[src/hw/rtl/lld_pkg.sv]
// lld_pkg: shared types, constants and codes for the linked list deque engine
// no dependencies; used by every module of the block except lld_ram

package lld_pkg;

    localparam int DEPTH      = 64;
    localparam int DATA_WIDTH = 32;
    localparam int IDX_W      = $clog2(DEPTH);
    localparam int LINK_W     = $clog2(DEPTH + 1);
    localparam int TALLY_W    = 7;
    localparam int TALLY_MAX  = (1 << TALLY_W) - 1;

    typedef logic [LINK_W-1:0]            t_link;
    typedef logic signed [DATA_WIDTH-1:0] t_data;

    // null link code
    localparam t_link NUL = LINK_W'(DEPTH);

    // operation codes
    localparam logic [3:0] OP_INS_FRONT  = 4'd0;
    localparam logic [3:0] OP_INS_BACK   = 4'd1;
    localparam logic [3:0] OP_DEL_FRONT  = 4'd2;
    localparam logic [3:0] OP_DEL_BACK   = 4'd3;
    localparam logic [3:0] OP_POP_FRONT  = 4'd4;
    localparam logic [3:0] OP_POP_BACK   = 4'd5;
    localparam logic [3:0] OP_PEEK_FRONT = 4'd6;
    localparam logic [3:0] OP_PEEK_BACK  = 4'd7;
    localparam logic [3:0] OP_INS_AFTER  = 4'd8;
    localparam logic [3:0] OP_INS_BEFORE = 4'd9;
    localparam logic [3:0] OP_REMOVE     = 4'd10;
    localparam logic [3:0] OP_CONTAINS   = 4'd11;
    localparam logic [3:0] OP_COUNT      = 4'd12;
    localparam logic [3:0] OP_LENGTH     = 4'd13;

    typedef enum logic [1:0] {
        ST_OK       = 2'd0,
        ST_EMPTY    = 2'd1,
        ST_NOTFOUND = 2'd2,
        ST_FULL     = 2'd3
    } t_status;

    typedef struct packed {
        logic [3:0]   operation;
        logic signed [31:0] key;
        logic signed [31:0] value;
    } t_in_item;

    typedef struct packed {
        t_status            status;
        logic signed [31:0] data_out;
        logic [TALLY_W-1:0] tally;
    } t_out_item;

    typedef enum logic [4:0] {
        C_NOP,
        C_LOAD,
        C_STATUS,
        C_LENGTH,
        C_END_RD,
        C_END_CAP,
        C_UNLINK_A,
        C_UNLINK_B,
        C_WALK_INIT,
        C_WALK_RD,
        C_WALK_CHK,
        C_TALLY_ONE,
        C_INS_SETUP,
        C_FREE_RD,
        C_FREE_UPD,
        C_LINK_A,
        C_LINK_B,
        C_EMIT
    } t_cmd_op;

    typedef struct packed {
        t_cmd_op op;
        t_status status;
    } t_cmd;

    typedef struct packed {
        logic [3:0] op;
        logic       full;
        logic       empty;
        logic       walk_end;
        logic       match;
        logic       out_busy;
    } t_stat;

endpackage

[src/hw/rtl/linked_list_deque_engine.sv]
// linked_list_deque_engine: top level, bounded deque of signed values in linked stores
// depends on lld_pkg, lld_ctrl, lld_datapath (which holds three lld_ram stores)
//
//  channel | valid        | ready        | item
//  --------+--------------+--------------+------------------------------
//  request | i_in_valid   | o_in_ready   | i_in_item  (operation,key,value)
//  result  | o_out_valid  | i_out_ready  | o_out_item (status,data_out,tally)
//
// one request at a time
// searches read the entry stores and then compare for each visited entry,
// followed by setup and link updates where the search inserts or removes
// reset builds the free chain at once through per-entry link valid bits
// a new request is taken while the previous result waits in the output register

module linked_list_deque_engine (
    input  logic               i_clk,
    input  logic               i_rst_n,
    input  logic               i_in_valid,
    output logic               o_in_ready,
    input  lld_pkg::t_in_item  i_in_item,
    output logic               o_out_valid,
    input  logic               i_out_ready,
    output lld_pkg::t_out_item o_out_item
);

    lld_pkg::t_cmd  cmd;
    lld_pkg::t_stat stat;

    lld_ctrl u_ctrl (
        .i_clk      (i_clk),
        .i_rst_n    (i_rst_n),
        .i_in_valid (i_in_valid),
        .i_stat     (stat),
        .o_in_ready (o_in_ready),
        .o_cmd      (cmd)
    );

    lld_datapath u_dp (
        .i_clk       (i_clk),
        .i_rst_n     (i_rst_n),
        .i_cmd       (cmd),
        .i_item      (i_in_item),
        .i_out_ready (i_out_ready),
        .o_stat      (stat),
        .o_out_valid (o_out_valid),
        .o_out_item  (o_out_item)
    );

endmodule

[src/hw/rtl/lld_ram.sv]
// lld_ram: generic single write port, single read port ram with registered read
// no dependencies

module lld_ram #(
    parameter int WIDTH = 8,
    parameter int DEPTH = 16
) (
    input  logic                     i_clk,
    input  logic                     i_we,
    input  logic [$clog2(DEPTH)-1:0] i_waddr,
    input  logic [WIDTH-1:0]         i_wdata,
    input  logic [$clog2(DEPTH)-1:0] i_raddr,
    output logic [WIDTH-1:0]         o_rdata
);

    logic [WIDTH-1:0] r_mem [DEPTH];
    logic [WIDTH-1:0] r_rdata;

    always_ff @(posedge i_clk) begin
        if (i_we) begin
            r_mem[i_waddr] <= i_wdata;
        end
        r_rdata <= r_mem[i_raddr];
    end

    assign o_rdata = r_rdata;

endmodule

[src/hw/rtl/lld_datapath.sv]
// lld_datapath: entry stores, list pointers, walk cursor and result register
// depends on lld_pkg and lld_ram

module lld_datapath (
    input  logic              i_clk,
    input  logic              i_rst_n,
    input  lld_pkg::t_cmd     i_cmd,
    input  lld_pkg::t_in_item i_item,
    input  logic              i_out_ready,
    output lld_pkg::t_stat    o_stat,
    output logic              o_out_valid,
    output lld_pkg::t_out_item o_out_item
);

    localparam int IW = lld_pkg::IDX_W;
    localparam int LW = lld_pkg::LINK_W;

    logic [3:0]          r_op;
    lld_pkg::t_data      r_key;
    lld_pkg::t_data      r_value;
    lld_pkg::t_link      r_front;
    lld_pkg::t_link      r_back;
    lld_pkg::t_link      r_free;
    lld_pkg::t_link      r_count;
    lld_pkg::t_link      r_cursor;
    lld_pkg::t_link      r_steps;
    lld_pkg::t_link      r_at;
    lld_pkg::t_link      r_prev;
    lld_pkg::t_link      r_next;
    lld_pkg::t_link      r_new;
    lld_pkg::t_status    r_status;
    lld_pkg::t_data      r_data;
    logic [lld_pkg::TALLY_W-1:0] r_tally;
    logic                r_out_valid;
    lld_pkg::t_out_item  r_out;
    logic [lld_pkg::DEPTH-1:0] r_fl_vld;
    logic                r_fl_rvld;
    logic [IW-1:0]       r_fl_ridx;

    lld_pkg::t_link rd_link;
    logic [IW-1:0]  rd_addr;
    logic           val_we, fl_we, bl_we;
    logic [IW-1:0]  val_waddr, fl_waddr, bl_waddr;
    lld_pkg::t_data val_wdata;
    lld_pkg::t_link fl_wdata, bl_wdata;
    lld_pkg::t_data val_q;
    lld_pkg::t_link fl_raw, fl_q, bl_q;
    logic           match;

    // read address select
    always_comb begin
        case (i_cmd.op)
            lld_pkg::C_END_RD:  rd_link = r_op[0] ? r_back : r_front;
            lld_pkg::C_FREE_RD: rd_link = r_free;
            default:            rd_link = r_cursor;
        endcase
        rd_addr = rd_link[IW-1:0];
    end

    // write port select
    always_comb begin
        val_we    = 1'b0;
        val_waddr = r_free[IW-1:0];
        val_wdata = r_value;
        fl_we     = 1'b0;
        fl_waddr  = r_prev[IW-1:0];
        fl_wdata  = r_next;
        bl_we     = 1'b0;
        bl_waddr  = r_next[IW-1:0];
        bl_wdata  = r_prev;
        case (i_cmd.op)
            lld_pkg::C_FREE_UPD: begin
                val_we = 1'b1;
            end
            lld_pkg::C_UNLINK_A: begin
                fl_we = (r_prev != lld_pkg::NUL);
                bl_we = (r_next != lld_pkg::NUL);
            end
            lld_pkg::C_UNLINK_B: begin
                fl_we    = 1'b1;
                fl_waddr = r_at[IW-1:0];
                fl_wdata = r_free;
            end
            lld_pkg::C_LINK_A: begin
                fl_we    = 1'b1;
                fl_waddr = r_new[IW-1:0];
                bl_we    = 1'b1;
                bl_waddr = r_new[IW-1:0];
            end
            lld_pkg::C_LINK_B: begin
                fl_we    = (r_prev != lld_pkg::NUL);
                fl_wdata = r_new;
                bl_we    = (r_next != lld_pkg::NUL);
                bl_wdata = r_new;
            end
            default: begin
            end
        endcase
    end

    lld_ram #(.WIDTH(lld_pkg::DATA_WIDTH), .DEPTH(lld_pkg::DEPTH)) u_val_ram (
        .i_clk   (i_clk),
        .i_we    (val_we),
        .i_waddr (val_waddr),
        .i_wdata (val_wdata),
        .i_raddr (rd_addr),
        .o_rdata (val_q)
    );

    lld_ram #(.WIDTH(LW), .DEPTH(lld_pkg::DEPTH)) u_fwd_ram (
        .i_clk   (i_clk),
        .i_we    (fl_we),
        .i_waddr (fl_waddr),
        .i_wdata (fl_wdata),
        .i_raddr (rd_addr),
        .o_rdata (fl_raw)
    );

    lld_ram #(.WIDTH(LW), .DEPTH(lld_pkg::DEPTH)) u_bwd_ram (
        .i_clk   (i_clk),
        .i_we    (bl_we),
        .i_waddr (bl_waddr),
        .i_wdata (bl_wdata),
        .i_raddr (rd_addr),
        .o_rdata (bl_q)
    );

    // a forward link never written still holds its reset free chain
    assign fl_q  = r_fl_rvld ? fl_raw : (LW'(r_fl_ridx) + LW'(1));
    assign match = (val_q == r_key);

    always_ff @(posedge i_clk) begin
        r_fl_ridx <= rd_addr;
        if (!i_rst_n) begin
            r_fl_vld  <= '0;
            r_fl_rvld <= 1'b0;
        end else begin
            r_fl_rvld <= r_fl_vld[rd_addr];
            if (fl_we) begin
                r_fl_vld[fl_waddr] <= 1'b1;
            end
        end
    end

    always_ff @(posedge i_clk) begin
        if (!i_rst_n) begin
            r_front     <= lld_pkg::NUL;
            r_back      <= lld_pkg::NUL;
            r_free      <= '0;
            r_count     <= '0;
            r_out_valid <= 1'b0;
        end else begin
            if (i_cmd.op == lld_pkg::C_EMIT) begin
                r_out_valid <= 1'b1;
            end else if (i_out_ready) begin
                r_out_valid <= 1'b0;
            end
            case (i_cmd.op)
                lld_pkg::C_UNLINK_A: begin
                    if (r_prev == lld_pkg::NUL) begin
                        r_front <= r_next;
                    end
                    if (r_next == lld_pkg::NUL) begin
                        r_back <= r_prev;
                    end
                end
                lld_pkg::C_UNLINK_B: begin
                    r_free <= r_at;
                    if (r_count != '0) begin
                        r_count <= r_count - LW'(1);
                    end
                end
                lld_pkg::C_FREE_UPD: begin
                    r_free  <= fl_q;
                    r_count <= r_count + LW'(1);
                end
                lld_pkg::C_LINK_B: begin
                    if (r_prev == lld_pkg::NUL) begin
                        r_front <= r_new;
                    end
                    if (r_next == lld_pkg::NUL) begin
                        r_back <= r_new;
                    end
                end
                default: begin
                end
            endcase
        end
    end

    // working registers, no reset needed
    always_ff @(posedge i_clk) begin
        case (i_cmd.op)
            lld_pkg::C_LOAD: begin
                r_op     <= i_item.operation;
                r_key    <= lld_pkg::t_data'(i_item.key);
                r_value  <= lld_pkg::t_data'(i_item.value);
                r_status <= lld_pkg::ST_OK;
                r_data   <= '0;
                r_tally  <= '0;
            end
            lld_pkg::C_STATUS: begin
                r_status <= i_cmd.status;
            end
            lld_pkg::C_LENGTH: begin
                r_tally <= (32'(r_count) > lld_pkg::TALLY_MAX)
                         ? lld_pkg::TALLY_W'(lld_pkg::TALLY_MAX)
                         : lld_pkg::TALLY_W'(r_count);
            end
            lld_pkg::C_END_RD: begin
                r_at <= rd_link;
            end
            lld_pkg::C_END_CAP: begin
                r_prev <= bl_q;
                r_next <= fl_q;
                if (r_op >= lld_pkg::OP_POP_FRONT) begin
                    r_data <= val_q;
                end
            end
            lld_pkg::C_WALK_INIT: begin
                r_cursor <= r_front;
                r_steps  <= '0;
            end
            lld_pkg::C_WALK_CHK: begin
                if (match && r_op == lld_pkg::OP_COUNT &&
                    32'(r_tally) != lld_pkg::TALLY_MAX) begin
                    r_tally <= r_tally + lld_pkg::TALLY_W'(1);
                end
                if (match && r_op != lld_pkg::OP_COUNT) begin
                    r_at   <= r_cursor;
                    r_prev <= bl_q;
                    r_next <= fl_q;
                end else begin
                    r_cursor <= fl_q;
                    r_steps  <= r_steps + LW'(1);
                end
            end
            lld_pkg::C_TALLY_ONE: begin
                r_tally <= lld_pkg::TALLY_W'(1);
            end
            lld_pkg::C_INS_SETUP: begin
                case (r_op)
                    lld_pkg::OP_INS_FRONT: begin
                        r_prev <= lld_pkg::NUL;
                        r_next <= r_front;
                    end
                    lld_pkg::OP_INS_BACK: begin
                        r_prev <= r_back;
                        r_next <= lld_pkg::NUL;
                    end
                    lld_pkg::OP_INS_AFTER: begin
                        r_prev <= r_at;
                    end
                    default: begin
                        r_next <= r_at;
                    end
                endcase
            end
            lld_pkg::C_FREE_UPD: begin
                r_new <= r_free;
            end
            lld_pkg::C_EMIT: begin
                r_out.status   <= r_status;
                r_out.data_out <= 32'(r_data);
                r_out.tally    <= r_tally;
            end
            default: begin
            end
        endcase
    end

    always_comb begin
        o_stat.op       = r_op;
        o_stat.full     = (r_free == lld_pkg::NUL);
        o_stat.empty    = (r_front == lld_pkg::NUL);
        o_stat.walk_end = (r_cursor == lld_pkg::NUL) || (r_steps == lld_pkg::NUL);
        o_stat.match    = match;
        o_stat.out_busy = r_out_valid && !i_out_ready;
    end

    assign o_out_valid = r_out_valid;
    assign o_out_item  = r_out;

endmodule

[src/hw/rtl/lld_ctrl.sv]
// lld_ctrl: request sequencer, issues one datapath command per cycle
// depends on lld_pkg

module lld_ctrl (
    input  logic           i_clk,
    input  logic           i_rst_n,
    input  logic           i_in_valid,
    input  lld_pkg::t_stat i_stat,
    output logic           o_in_ready,
    output lld_pkg::t_cmd  o_cmd
);

    typedef enum logic [14:0] {
        S_IDLE     = 15'b000000000000001,
        S_DISPATCH = 15'b000000000000010,
        S_END_RD   = 15'b000000000000100,
        S_END_CAP  = 15'b000000000001000,
        S_UNLINK_A = 15'b000000000010000,
        S_UNLINK_B = 15'b000000000100000,
        S_WALK_RD  = 15'b000000001000000,
        S_WALK_CHK = 15'b000000010000000,
        S_FOUND    = 15'b000000100000000,
        S_INS_SET  = 15'b000001000000000,
        S_FREE_RD  = 15'b000010000000000,
        S_FREE_UPD = 15'b000100000000000,
        S_LINK_A   = 15'b001000000000000,
        S_LINK_B   = 15'b010000000000000,
        S_DONE     = 15'b100000000000000
    } t_state;

    t_state r_state, n_state;

    always_ff @(posedge i_clk) begin
        if (!i_rst_n) begin
            r_state <= S_IDLE;
        end else begin
            r_state <= n_state;
        end
    end

    always_comb begin
        n_state      = r_state;
        o_cmd.op     = lld_pkg::C_NOP;
        o_cmd.status = lld_pkg::ST_OK;
        unique case (r_state)
            S_IDLE: begin
                if (i_in_valid) begin
                    o_cmd.op = lld_pkg::C_LOAD;
                    n_state  = S_DISPATCH;
                end
            end
            S_DISPATCH: begin
                case (i_stat.op) inside
                    lld_pkg::OP_INS_FRONT, lld_pkg::OP_INS_BACK: begin
                        if (i_stat.full) begin
                            o_cmd.op     = lld_pkg::C_STATUS;
                            o_cmd.status = lld_pkg::ST_FULL;
                            n_state      = S_DONE;
                        end else begin
                            n_state = S_INS_SET;
                        end
                    end
                    lld_pkg::OP_DEL_FRONT, lld_pkg::OP_DEL_BACK,
                    lld_pkg::OP_POP_FRONT, lld_pkg::OP_POP_BACK,
                    lld_pkg::OP_PEEK_FRONT, lld_pkg::OP_PEEK_BACK: begin
                        if (i_stat.empty) begin
                            o_cmd.op     = lld_pkg::C_STATUS;
                            o_cmd.status = lld_pkg::ST_EMPTY;
                            n_state      = S_DONE;
                        end else begin
                            n_state = S_END_RD;
                        end
                    end
                    lld_pkg::OP_INS_AFTER, lld_pkg::OP_INS_BEFORE, lld_pkg::OP_REMOVE,
                    lld_pkg::OP_CONTAINS, lld_pkg::OP_COUNT: begin
                        o_cmd.op = lld_pkg::C_WALK_INIT;
                        n_state  = S_WALK_RD;
                    end
                    lld_pkg::OP_LENGTH: begin
                        o_cmd.op = lld_pkg::C_LENGTH;
                        n_state  = S_DONE;
                    end
                    default: begin
                        n_state = S_DONE;
                    end
                endcase
            end
            S_END_RD: begin
                o_cmd.op = lld_pkg::C_END_RD;
                n_state  = S_END_CAP;
            end
            S_END_CAP: begin
                o_cmd.op = lld_pkg::C_END_CAP;
                if (i_stat.op == lld_pkg::OP_PEEK_FRONT ||
                    i_stat.op == lld_pkg::OP_PEEK_BACK) begin
                    n_state = S_DONE;
                end else begin
                    n_state = S_UNLINK_A;
                end
            end
            S_UNLINK_A: begin
                o_cmd.op = lld_pkg::C_UNLINK_A;
                n_state  = S_UNLINK_B;
            end
            S_UNLINK_B: begin
                o_cmd.op = lld_pkg::C_UNLINK_B;
                n_state  = S_DONE;
            end
            S_WALK_RD: begin
                if (i_stat.walk_end) begin
                    // fell off the back: a count or contains ends here, any other search found no match
                    if (i_stat.op != lld_pkg::OP_CONTAINS &&
                        i_stat.op != lld_pkg::OP_COUNT) begin
                        o_cmd.op     = lld_pkg::C_STATUS;
                        o_cmd.status = lld_pkg::ST_NOTFOUND;
                    end
                    n_state = S_DONE;
                end else begin
                    o_cmd.op = lld_pkg::C_WALK_RD;
                    n_state  = S_WALK_CHK;
                end
            end
            S_WALK_CHK: begin
                o_cmd.op = lld_pkg::C_WALK_CHK;
                if (i_stat.match && i_stat.op != lld_pkg::OP_COUNT) begin
                    n_state = S_FOUND;
                end else begin
                    n_state = S_WALK_RD;
                end
            end
            S_FOUND: begin
                if (i_stat.op == lld_pkg::OP_CONTAINS) begin
                    o_cmd.op = lld_pkg::C_TALLY_ONE;
                    n_state  = S_DONE;
                end else if (i_stat.op == lld_pkg::OP_REMOVE) begin
                    n_state = S_UNLINK_A;
                end else if (i_stat.full) begin
                    o_cmd.op     = lld_pkg::C_STATUS;
                    o_cmd.status = lld_pkg::ST_FULL;
                    n_state      = S_DONE;
                end else begin
                    n_state = S_INS_SET;
                end
            end
            S_INS_SET: begin
                o_cmd.op = lld_pkg::C_INS_SETUP;
                n_state  = S_FREE_RD;
            end
            S_FREE_RD: begin
                o_cmd.op = lld_pkg::C_FREE_RD;
                n_state  = S_FREE_UPD;
            end
            S_FREE_UPD: begin
                o_cmd.op = lld_pkg::C_FREE_UPD;
                n_state  = S_LINK_A;
            end
            S_LINK_A: begin
                o_cmd.op = lld_pkg::C_LINK_A;
                n_state  = S_LINK_B;
            end
            S_LINK_B: begin
                o_cmd.op = lld_pkg::C_LINK_B;
                n_state  = S_DONE;
            end
            S_DONE: begin
                if (!i_stat.out_busy) begin
                    o_cmd.op = lld_pkg::C_EMIT;
                    n_state  = S_IDLE;
                end
            end
            default: begin
                n_state = S_IDLE;
            end
        endcase
    end

    assign o_in_ready = (r_state == S_IDLE);

endmodule

[config.mk]
export PLATFORM = sky130hd
export DESIGN_NAME = linked_list_deque_engine
export DESIGN_NICKNAME = d
export VERILOG_FILES = /design/src/hw/rtl/lld_pkg.sv /design/src/hw/rtl/linked_list_deque_engine.sv /design/src/hw/rtl/lld_ram.sv /design/src/hw/rtl/lld_datapath.sv /design/src/hw/rtl/lld_ctrl.sv
export SDC_FILE = /design/constraint.sdc
export NUM_CORES = 2
export LEC_CHECK = 0
export BUFFER_PORTS_ARGS = -buffer_cell sky130_fd_sc_hd__buf_4
export CORE_UTILIZATION = 61
export CTS_BUF_LIST = sky130_fd_sc_hd__clkbuf_8 sky130_fd_sc_hd__clkbuf_16
export DETAILED_ROUTE_END_ITERATION = 8
export PLACE_DENSITY = 0.77
export SLEW_MARGIN = 20
export SYNTH_ARGS = -nofsm -noshare
export SYNTH_HDL_FRONTEND = slang
export SYNTH_HIERARCHICAL = 1
export SYNTH_SLANG_ARGS = --single-unit
export TNS_END_PERCENT = 30
[constraint.sdc]
create_clock -name i_clk -period 36.4 [get_ports i_clk]
set_clock_uncertainty 0.05 [all_clocks]
set_input_delay 7.28 -clock i_clk [delete_from_list [all_inputs] [get_ports i_clk]]
set_output_delay 7.28 -clock i_clk [all_outputs]
set_load 0.005 [all_outputs]
==> summary.txt <==
top cell type's share of synthesized area = 0.738
CP arrival = 15.07 ns
CP bufs+invs = 6
Seq pwr share = 0.542
Num Clock Sinks = 3,297
VDD IR max = 0.0000564 V
largest net degree at the start of global routing = 128
Post-Synth XOR/XNOR Area = 0.00384
Die Area = 211,000 µm²
multiplexer share of the synthesized area = 0.150
cell area power density = 54.4 nW/µm²
Post-route DRC = 0
post-synth top area cell = edfxtp_1
Routed Antenna Nets = 0
number of port buffers = 114
Final Util = 0.689
CP Capture Type = flop
Power Total = 7.77 mW
Min Hold Slack = 0.369 ns
critical path data required time = 37.13 ns
Pins Over Slew Limit = 0
Slew headroom = 0.239
post-synthesis instance total = 6,190
post-synthesis adder-cell area fraction = 0.00104
hold_buf cts = 0
Leak = 44.2 nW
Layout Area Growth over Synthesis = 12.0%
Worst R2R End = u_dp/u_val_ram/o_rdata[28]
min setup slack post-route = 22.06 ns
min-delay src = u_dp/r_data[28]
Hold Path Depth = 0
Core Area = 207,000 µm²
CTS tree = yes
Net Switching = 1.59 mW
slowest CP cell = buf_4
internal cell power = 6.18 mW
Critical Path, Cell by Cell = buf_4 > nor2b_1 > or3b_2 > a21oi_1 > or3b_1 > o22ai_1 > or3_1 > inv_16 > buf_4 > buf_12 > buf_4 > buf_4 > mux4_2 > mux4_2 > o22ai_1 > nor2_1
Routability Congestion = 0.916
crit path launch type = input port
CP max stage delay = 0.78 ns
crit path kind = in2reg
Final nets = 6,576
first-pass GRT wire length = 476 mm
num ports = 115
maximum root-to-sink buffer count = 4
Final Setup Violations = 0
critical path's top delay family = buffers and inverters
status = completed
drt wl/cell = 35.4 µm
complex-gate fraction of the synthesized area = 0.0328
register bit total from synthesis = 3,297
synth unique cells = 94
clock network power share = 0.431
Logic pwr share = 0.026
Post-synth EDFFs = 3,136
sw frac = 0.205
post-synthesis sequential area ratio = 0.763
post-synthesis net count = 6,272
FFs w/ async S/R, synth = 0
H-tree levels = 5
1st-pass router iterations = 9
Hold Path End = u_dp/o_out_item[35]
Num CTS Buffers = 333
Routed WL = 338 mm
post-route setup TNS = 0 ns
most frequent cell after synthesis = edfxtp_1
mapped cell area = 128,000 µm²
drt initial violations = 10,600
max-cap viol count = 0
Clock transition at path regs = 0.06 ns
RSZ-0062 raised after global routing = false
largest family of logic cells by synthesized area = multiplexers
Total GRT Usage = 0.320
Crit path top cell by count = buf_4
top_reg_cell synth = edfxtp_1
R2R setup slack = 26.61 ns
fraction of layout cells with a size suffix above 1 = 0.249
Critical R2R Launch = u_dp/r_free[3]
post-cts sizing count = 0
Die X = 459 µm
final hold violation count = 0
Starting Density = 0.615
top cells by area, synth = edfxtp_1 74%, mux4_2 14%, dfxtp_1 2.5%
vias post-DR = 67,400
final worst path period share = 0.394
# Post-CTS Setup Buffers = 0
Clock Latency Late Sink = 0.97 ns
CTS root buffer = clkbuf_16
hpwl dp = 179 mm
Tmin final = 14.34 ns
syn avg cell area = 20.6 µm²
Worst R2R Path Depth = 19
gr ovfl total = 0
Hold Path Class = reg2reg
DP Worst Slack = 20.98 ns
antenna violations before repair = 15
Core Rows = 167
Post-Synth Simple-Gate Area = 0.0353
fmax = 0.0697 GHz
most frequent cells after synthesis = 3,136 x edfxtp_1, 768 x mux4_2, 413 x nor2_1
vias in the first global route = 66,600
DR vias/cell = 7.06
Die Y-Extent = 459 µm
largest fanout on the critical path = 105
worst slew pin tran = 1.14 ns
Ys Warns = 6
## layer usage
layer / track usage / part of all wire / vias up
met5: 0 / 0.00028 / -
met4: 0.166 / 0.057 / 14
met3: 0.0814 / 0.12 / 1034
met2: 0.500 / 0.48 / 5440
met1: 0.422 / 0.34 / 34700
li1: - / - / 26200
## through the flow
stage	cell area, µm²	instances
final	143000	9541
after detailed placement	132000	8947
after CTS	143000	9529
after global placement	132000	8947
after global routing	143000	9531
after floorplan	128000	6190
## worst max-delay path by stage
stage	startpoint	to	slack, ns	depth (start not counted)
floorplan	i_out_ready	u_dp/r_data[0]	19.94	7
global placement	i_out_ready	u_dp/u_val_ram/o_rdata[28]	21.06	16
detailed placement	i_out_ready	u_dp/u_val_ram/o_rdata[28]	20.98	16
CTS	i_out_ready	u_dp/u_val_ram/o_rdata[28]	21.85	16
global route	i_out_ready	u_dp/u_val_ram/o_rdata[28]	21.42	16
finish	i_out_ready	u_dp/u_val_ram/o_rdata[28]	22.06	16
## state kept, by name, summed over array words and instances, names as in the netlist, 15 cells and up
signal and cells:
u_dp/r_value 32, u_ctrl/r_state 15, u_dp/r_key 32, u_dp/u_fwd_ram/r_mem 448, u_dp/r_fl_vld 64, u_dp/r_data 32, u_dp/u_val_ram/r_mem 2048, u_dp/u_val_ram/o_rdata 32
u_dp/o_out_item 41, u_dp/u_bwd_ram/r_mem 448
## worst reg2reg max path, stage by stage (launching register included)
cell and delay [ns]:
dfxtp_1 0.54, or4b_2 0.76, nor4_1 0.73, inv_1 0.14, or3b_1 0.45, o41a_1 0.17
o2111ai_1 0.15, buf_4 0.22, or3b_1 0.39, o22ai_1 0.21, or3_1 0.75, inv_16 0.55
buf_4 0.68, buf_12 0.69, buf_4 0.90, buf_4 0.84, mux4_2 0.63, mux4_2 0.53
o22ai_1 0.18, nor2_1 0.09
## kinds of logic (layout without fill, tap and decap cells)
group                      Yosys count  count (layout)
and+or+nand+nor                    927             927
DFF                               3297            3297
AOI/OAI and AO/OA                  600             600
buffers and inverters              351             902
muxes                              949             949
xor gates and xnor gates            56              56
adders and majority gates           10              10
other                                0              12
## cells in the final DEF (no fill, tap or decap), types with 46 or more instances in the layout
cell       count
dfxtp_1      161
edfxtp_1    3136
and2_1        51
o22ai_1      118
inv_1         88
a21oi_1      120
o221ai_1      46
o21a_1        68
buf_4        289
clkbuf_16    342
nand2_1      148
nor2b_1       50
clkinv_2      66
mux4_2       768
nor2_1       349
mux2i_1      166
nor2_4        62
## power groups by stage
| stage | logic, mW | clock network (mW) | registers, mW |
|---|---|---|---|
| final | 0.204 | 3.35 | 4.22 |
| after global routing | 0.212 | 3.51 | 4.21 |
| after global placement | 0.191 | 0 | 4.29 |
| after CTS | 0.201 | 3.37 | 4.21 |
| after detailed placement | 0.198 | 0 | 4.29 |
| after floorplan | 0.0915 | 0 | 4.30 |
## area by class of cell
| cell class | instances | area (µm²) |
|---|---|---|
| flip-flops and latches | 3297 | 97400 |
| fillers | 12000 | 64600 |
| multi-input cells | 2542 | 29000 |
| clock buffers | 350 | 8670 |
| well taps | 2788 | 3490 |
| repair buffers | 293 | 2250 |
| clock inverters | 232 | 1910 |
| inverters | 27 | 133 |
| diodes | 12 | 30.0 |
No activity file was read; power rests on OpenSTA's default activity.
